## src/sv/vqs_pkg.sv

```systemverilog
// ----------------------------------------------------------------------------
// vqs_pkg
// Shared types and constants for the vector quantizer search core.
// ----------------------------------------------------------------------------
package vqs_pkg;

  localparam int COMP_BITS    = 16;            // signed q13 component
  localparam int SQ_W         = 2 * COMP_BITS; // one squared difference
  localparam int IN_COMPS     = 4;             // components carried on the stream
  localparam int ADDR_BITS    = 7;             // entry_addr field
  localparam int INDEX_BITS   = 7;             // best_index field
  localparam int DIM_REG_BITS = 3;
  localparam int CNT_REG_BITS = 8;
  localparam int DIM_CMP_BITS = 4;             // holds any dimension up to 8
  localparam int TDATA_BITS   = 72;
  localparam int APB_ADDR_W   = 3;
  localparam int APB_DATA_W   = 32;

  localparam logic REG_VECTOR_DIM = 1'b0;
  localparam logic REG_ENTRIES    = 1'b1;

  localparam logic ACT_LOAD     = 1'b0;
  localparam logic ACT_QUANTIZE = 1'b1;

  typedef enum logic [3:0] {
    ST_IDLE  = 4'b0001,
    ST_SCAN  = 4'b0010,
    ST_DRAIN = 4'b0100,
    ST_DONE  = 4'b1000
  } vqs_state_t;

  // control travelling down the cell chain alongside each entry
  typedef struct packed {
    logic valid;
    logic last;
  } vqs_ctl_t;

endpackage

```

## src/sv/vqs_cell.sv

```systemverilog
// ----------------------------------------------------------------------------
// vqs_cell
// One cell of the distance chain: holds one vector component, squares its
// difference to the passing entry and adds it to the running distance.
// ----------------------------------------------------------------------------
module vqs_cell
  import vqs_pkg::*;
#(
  parameter int POS    = 0,
  parameter int DIM    = 4,
  parameter int IDX_W  = 7,
  parameter int DIST_W = 34
) (
  input  logic                        clk,
  input  logic                        rst,
  input  logic                        vec_load,
  input  logic signed [COMP_BITS-1:0] vec_in,
  input  logic                        active,
  input  vqs_ctl_t                    in_ctl,
  input  logic [IDX_W-1:0]            in_idx,
  input  logic [DIM*COMP_BITS-1:0]    in_entry,
  input  logic [DIST_W-1:0]           in_sum,
  output vqs_ctl_t                    out_ctl,
  output logic [IDX_W-1:0]            out_idx,
  output logic [DIM*COMP_BITS-1:0]    out_entry,
  output logic [DIST_W-1:0]           out_sum
);

  logic signed [COMP_BITS-1:0] vec_comp;
  logic signed [COMP_BITS-1:0] sel;
  logic signed [COMP_BITS:0]   diff;
  logic signed [2*COMP_BITS+1:0] prod;
  logic [SQ_W-1:0]             sq;

  vqs_ctl_t                    ctl;
  logic [IDX_W-1:0]            idx;
  logic [DIM*COMP_BITS-1:0]    entry;
  logic [DIST_W-1:0]           sum;
  logic [SQ_W-1:0]             sq_reg;

  assign sel  = in_entry[POS*COMP_BITS +: COMP_BITS];
  assign diff = {vec_comp[COMP_BITS-1], vec_comp} - {sel[COMP_BITS-1], sel};
  assign prod = diff * diff;
  // a square of a 17 bit difference always fits in 32 unsigned bits
  assign sq   = active ? prod[SQ_W-1:0] : '0;

  always_ff @(posedge clk) begin
    if (vec_load) begin
      vec_comp <= vec_in;
    end
    idx    <= in_idx;
    entry  <= in_entry;
    sum    <= in_sum;
    sq_reg <= sq;
  end

  always_ff @(posedge clk) begin
    if (rst) begin
      ctl <= '0;
    end else begin
      ctl <= in_ctl;
    end
  end

  assign out_ctl   = ctl;
  assign out_idx   = idx;
  assign out_entry = entry;
  assign out_sum   = sum + DIST_W'(sq_reg);

endmodule

```

## config.mk

```make
export PLATFORM = sky130hd
export DESIGN_NAME = vqs_cell
export DESIGN_NICKNAME = d
export VERILOG_FILES = /design/src/sv/vqs_pkg.sv /design/src/sv/vqs_cell.sv
export SDC_FILE = /design/constraint.sdc
export NUM_CORES = 1
export LEC_CHECK = 0
export BUFFER_PORTS_ARGS = -buffer_cell sky130_fd_sc_hd__buf_2
export CORE_MARGIN = 4
export CORE_UTILIZATION = 53
export CTS_CLUSTER_SIZE = 8
export DETAILED_ROUTE_END_ITERATION = 6
export MAX_ROUTING_LAYER = met4
export PLACE_DENSITY = 0.78
export RECOVER_POWER = 25
export SKIP_LAST_GASP = 1
export SLEW_MARGIN = 20
export SYNTH_ARGS = -nofsm -noshare
export SYNTH_HDL_FRONTEND = slang
export SYNTH_SLANG_ARGS = --single-unit
export TNS_END_PERCENT = 30
```

## constraint.sdc

```tcl
create_clock -name clk -period 8.46 [get_ports clk]
set_input_delay 0.846 -clock clk [delete_from_list [all_inputs] [get_ports clk]]
set_output_delay 0.846 -clock clk [all_outputs]
set_load 0.02 [all_outputs]
```

== Word-level counts from Yosys, hierarchy flattened ==
Index checks and enable logic that the tools add are counted.

* Flip-flop bits (word level): 155
* Logic and storage cells: 10
* Output and inout port bits: 107

* Add/subtract/negate cells: 2
* $mul: 1

{| class="wikitable"
|+ Operators by type and width
! operator !! count
|-
| 34-bit by 32-bit adder with 34-bit output || 1
|-
| 17-bit by 17-bit multiplier with 32-bit output || 1
|-
| 16-bit by 16-bit subtractor with 17-bit output || 1
|}

== Longest topological paths before layout ==
* Depth after elaboration: 2
* Mapped depth: 37
* Gate-level depth less buffers: 35

== Least setup slack after synthesis ==
Ideal clock, no wire load.

* Path type: input to register
* Start point: input in_entry[0]
* End point: register sq_reg[31]
* Arrival: 8.350 ns
* Library setup time: 0.128 ns
* Data required time: 8.332 ns
* Setup slack: -0.018 ns
* Cell stages on the path: 31
* Cells stage by stage: ha_1 > fa_1 > nor2b_1 > o31a_1 > o21ai_0 > a21oi_1 > nand3_1 > nand2_1 > nand2_1 > a21o_1 > inv_1 > clkbuf_1 > nor2_1 > fa_1 > inv_1 > fa_1 > inv_1 > fa_1 > fa_1 > fa_1 > fa_1 > ha_1 > and4_1 > and3_1 > a221o_1 > a21oi_1 > o31ai_1 > a211oi_1 > a21oi_1 > xnor2_1 > nor2_1

* Cells in the longest elaborated chain, start to end: 2

{| class="wikitable"
|+ Ends and longest elaborated chain
! item !! line !! source
|-
| from (decl) || vqs_cell.sv:21 || <nowiki>input logic [DIM*COMP_BITS-1:0] in_entry,</nowiki>
|-
| 16-bit by 16-bit subtractor with 17-bit output || vqs_cell.sv:42 || <nowiki>assign diff = {vec_comp[COMP_BITS-1], vec_comp} - {sel[COMP_BITS-1], sel};</nowiki>
|-
| 17-bit by 17-bit multiplier with 32-bit output || vqs_cell.sv:43 || <nowiki>assign prod = diff * diff;</nowiki>
|-
| to (signal assigned) || vqs_cell.sv:54 || <nowiki>sq_reg <= sq;</nowiki>
|-
| to (decl) || vqs_cell.sv:39 || <nowiki>logic [SQ_W-1:0] sq_reg;</nowiki>
|}

No other way between the ends.
A chain may end at the register's enable or synchronous reset.

== Worst setup path in the final report ==
* Start point: input in_entry[1]
* End point: register sq_reg[31]

Same word-level chain as after synthesis.

==> run metrics <==
Synth warnings 0; area delta synth->final 17.3%; syn_nets 2056; vias in the first global route 12700; root buf cell clkbuf_16; Worst setup EP type flip-flop; Congestion Overflow GR 0; post-cts gate resize count 0; post-layout minimum cycle time 8060 ps; number of max-cap violations 0; postcts setup bufs 0; period utilization 95.3%; IO buf count 233; WL final 35600 µm; worst r2r src vec_comp[1]$_DFFE_PP_; clk_lat worst skew 440 ps; setup TNS 0 ps; RSZ-0062 raised after global routing no; Worst Path Required 8760 ps; final count of hold timing violations 0; crit-path max FO 13; gr usage total 24.8%; number of flip-flops in the largest register 64; worst reg2reg endpoint sq_reg[31]$_SDFF_PN0_; slew margin rel. 39.4%; reg2reg setup slack 560 ps; Post-Synth Adder-Cell Area 45.2%; vias 11400; top post-synthesis cells by area fa_1 (35%), dfxtp_1 (19%), ha_1 (11%), inv_1 (8.9%), nor2_1 (3.6%); largest family of logic cells by synthesized area adder cells; mux cell area share after synthesis 0.402%; Core Box Area 0.0278 mm²; CP Depth 35; CTS Hold Buffers Added 0; Buf/Inv on CP 10; die footprint 0.0309 mm²; Final ANT Viol Nets 0; arrival time worst endpoint 8360 ps; cell count after synthesis 1545; skew final 7.04 ps; post-DP HPWL 29700 µm; Yosys top cell area share 34.6%; FF/Latch Area 0.00324 mm²; htree depth 4; Die X 176 µm; synth unique cells 61; # diodes 0; Filler Cell Count 2313; status completed; Final Max Tran Viols 0; CP max stage delay 530 ps; origin of the worst setup path in_entry[1]; netlist area before placement 0.0149 mm²; Slowest-stage cell, CP fa_1; Setup Crit Path Kind in -> reg; drt via density 5.16; Nets 2335; number of flops mapped to enable cells by yosys 16; first-pass GRT wire length 59700 µm; Setup crit start kind input pin; share of layout cells above drive strength 1 18.7%; TritonCTS clock tree built; drt drc 0; number of buffers created by CTS 17; die height 176 µm; largest net degree at the start of global routing 31; Syn Area/Cell 9.66 µm²; actual slew at the worst max-slew pin 908 ps; Synth Area in XOR/XNOR 4.33%; # setup viols final 0; Hold Crit Class in -> reg; leading register cell type out of synthesis dfxtp_1; Max Freq 0.124 GHz; multi-input logic area 0.0102 mm²; clk sinks 154; Synth async-reset ratio 0%; clock buffer depth 2; Post-Synth Simple-Gate Area 10.2%; crit path capture sq_reg[31]$_SDFF_PN0_; Compound-Gate Fraction of Synth Area 8.33%; initial core utilization 53.7%; Top Ports 234; Row Count 61; DRT iter0 DRCs 691; antenna violations before repair 0; Reg clk slew, reported paths 70 ps; wire length per cell 16.1 µm; Synth Register Bits 154; R2R cell count 33; sequential area share after synthesis 21.7%; GPL Wtd Cong 0.943; drt first pass iters 5; Synth area leader fa_1; CP delay by family, top adder cells
-- synth_stat cells, drive strengths merged, types with 16 or more instances --
library cell and instances:
xor2 21, nor3 17, nand2 113, edfxtp 16
ha 126, a21o 24, a21oi 52, clkbuf 27
fa 258, o21ai 38, dfxtp 138, nor2 144
xnor2 52, inv 359
-- layer usage --
layer	global-route usage [%]	routed length [µm]	up-vias
li1	-	-	5315
met1	26.6	12800	5632
met2	45.7	19500	392
met3	3.47	1830	100
met4	10.7	1500	0
met5	-	0	-
-- stage by stage --
step	util [%]	worst slack [ps]	hold WS, ps	instances	instance area, µm²
final	63.0	399	499	2215	17500
after global routing	63.0	1.33	478	2215	17500
after CTS	62.9	248	482	2215	17500
after detailed placement	60.8	-189	752	2183	16900
after global placement	60.8	122	707	2183	16900
after floorplan	-	121	541	1545	14900
-- cell type report --
cell class,count,area share (%)
tap,378,2.70
timing repair buffer,289,9.13
sequential,154,18.5
clock inverter,14,0.836
inverter,360,7.72
multi-input combinational,1002,58.5
clock buffer,18,2.57
-- worst reg2reg max path: cells and delay by family (launching register included) --
kind                     cells  cell delay [ps]
AO/OA/AOI/OAI                8             1910
XOR/XNOR                     1              140
AND/OR/NAND/NOR              7              760
multiplexers                 1              220
buffers and inverters        8              730
adder cells (fa/ha/maj)      8             3600
flip-flops                   1              410
-- placed cells by master, fill, tap and decap left out, types with 10 or more instances in the layout --
cell | netlist | routed
a21o_1 | 24 | 24
a21oi_1 | 52 | 52
buf_2 | 2 | 233
buf_4 | 0 | 55
clkbuf_16 | 0 | 18
dfxtp_1 | 138 | 138
edfxtp_1 | 16 | 16
fa_1 | 258 | 258
ha_1 | 126 | 126
inv_1 | 353 | 352
nand2_1 | 113 | 113
nand2b_1 | 13 | 13
nand3_1 | 12 | 12
nor2_1 | 144 | 144
nor2b_1 | 15 | 15
nor3_1 | 17 | 17
o21a_1 | 15 | 15
o21ai_0 | 33 | 33
o21bai_1 | 10 | 10
xnor2_1 | 51 | 50
xor2_1 | 21 | 21
-- worst min-delay path by stage --
stage                                      from                    to  slack, ps  depth (start not counted)
after floorplan           vec_comp[1]$_DFFE_PP_  sq_reg[2]$_SDFF_PN0_        540                          2
after global placement    vec_comp[1]$_DFFE_PP_  sq_reg[2]$_SDFF_PN0_        710                          3
after detailed placement  vec_comp[1]$_DFFE_PP_  sq_reg[2]$_SDFF_PN0_        750                          3
after CTS                            in_sum[25]       sum[25]$_DFF_P_        480                          1
after global routing                 in_sum[25]       sum[25]$_DFF_P_        480                          1
final                                in_sum[27]       sum[27]$_DFF_P_        500                          1
-- cell families after synthesis --
group | after synthesis
flip-flops | 154
multiplexers | 6
AND/OR/NAND/NOR | 350
AO/OA/AOI/OAI | 189
XOR/XNOR | 73
adder cells (fa/ha/maj) | 384
buffers and inverters | 389
Power is left out: the tool's default activity adds up to more than one toggle a clock period on the data nets, which glitch-free logic cannot reach.
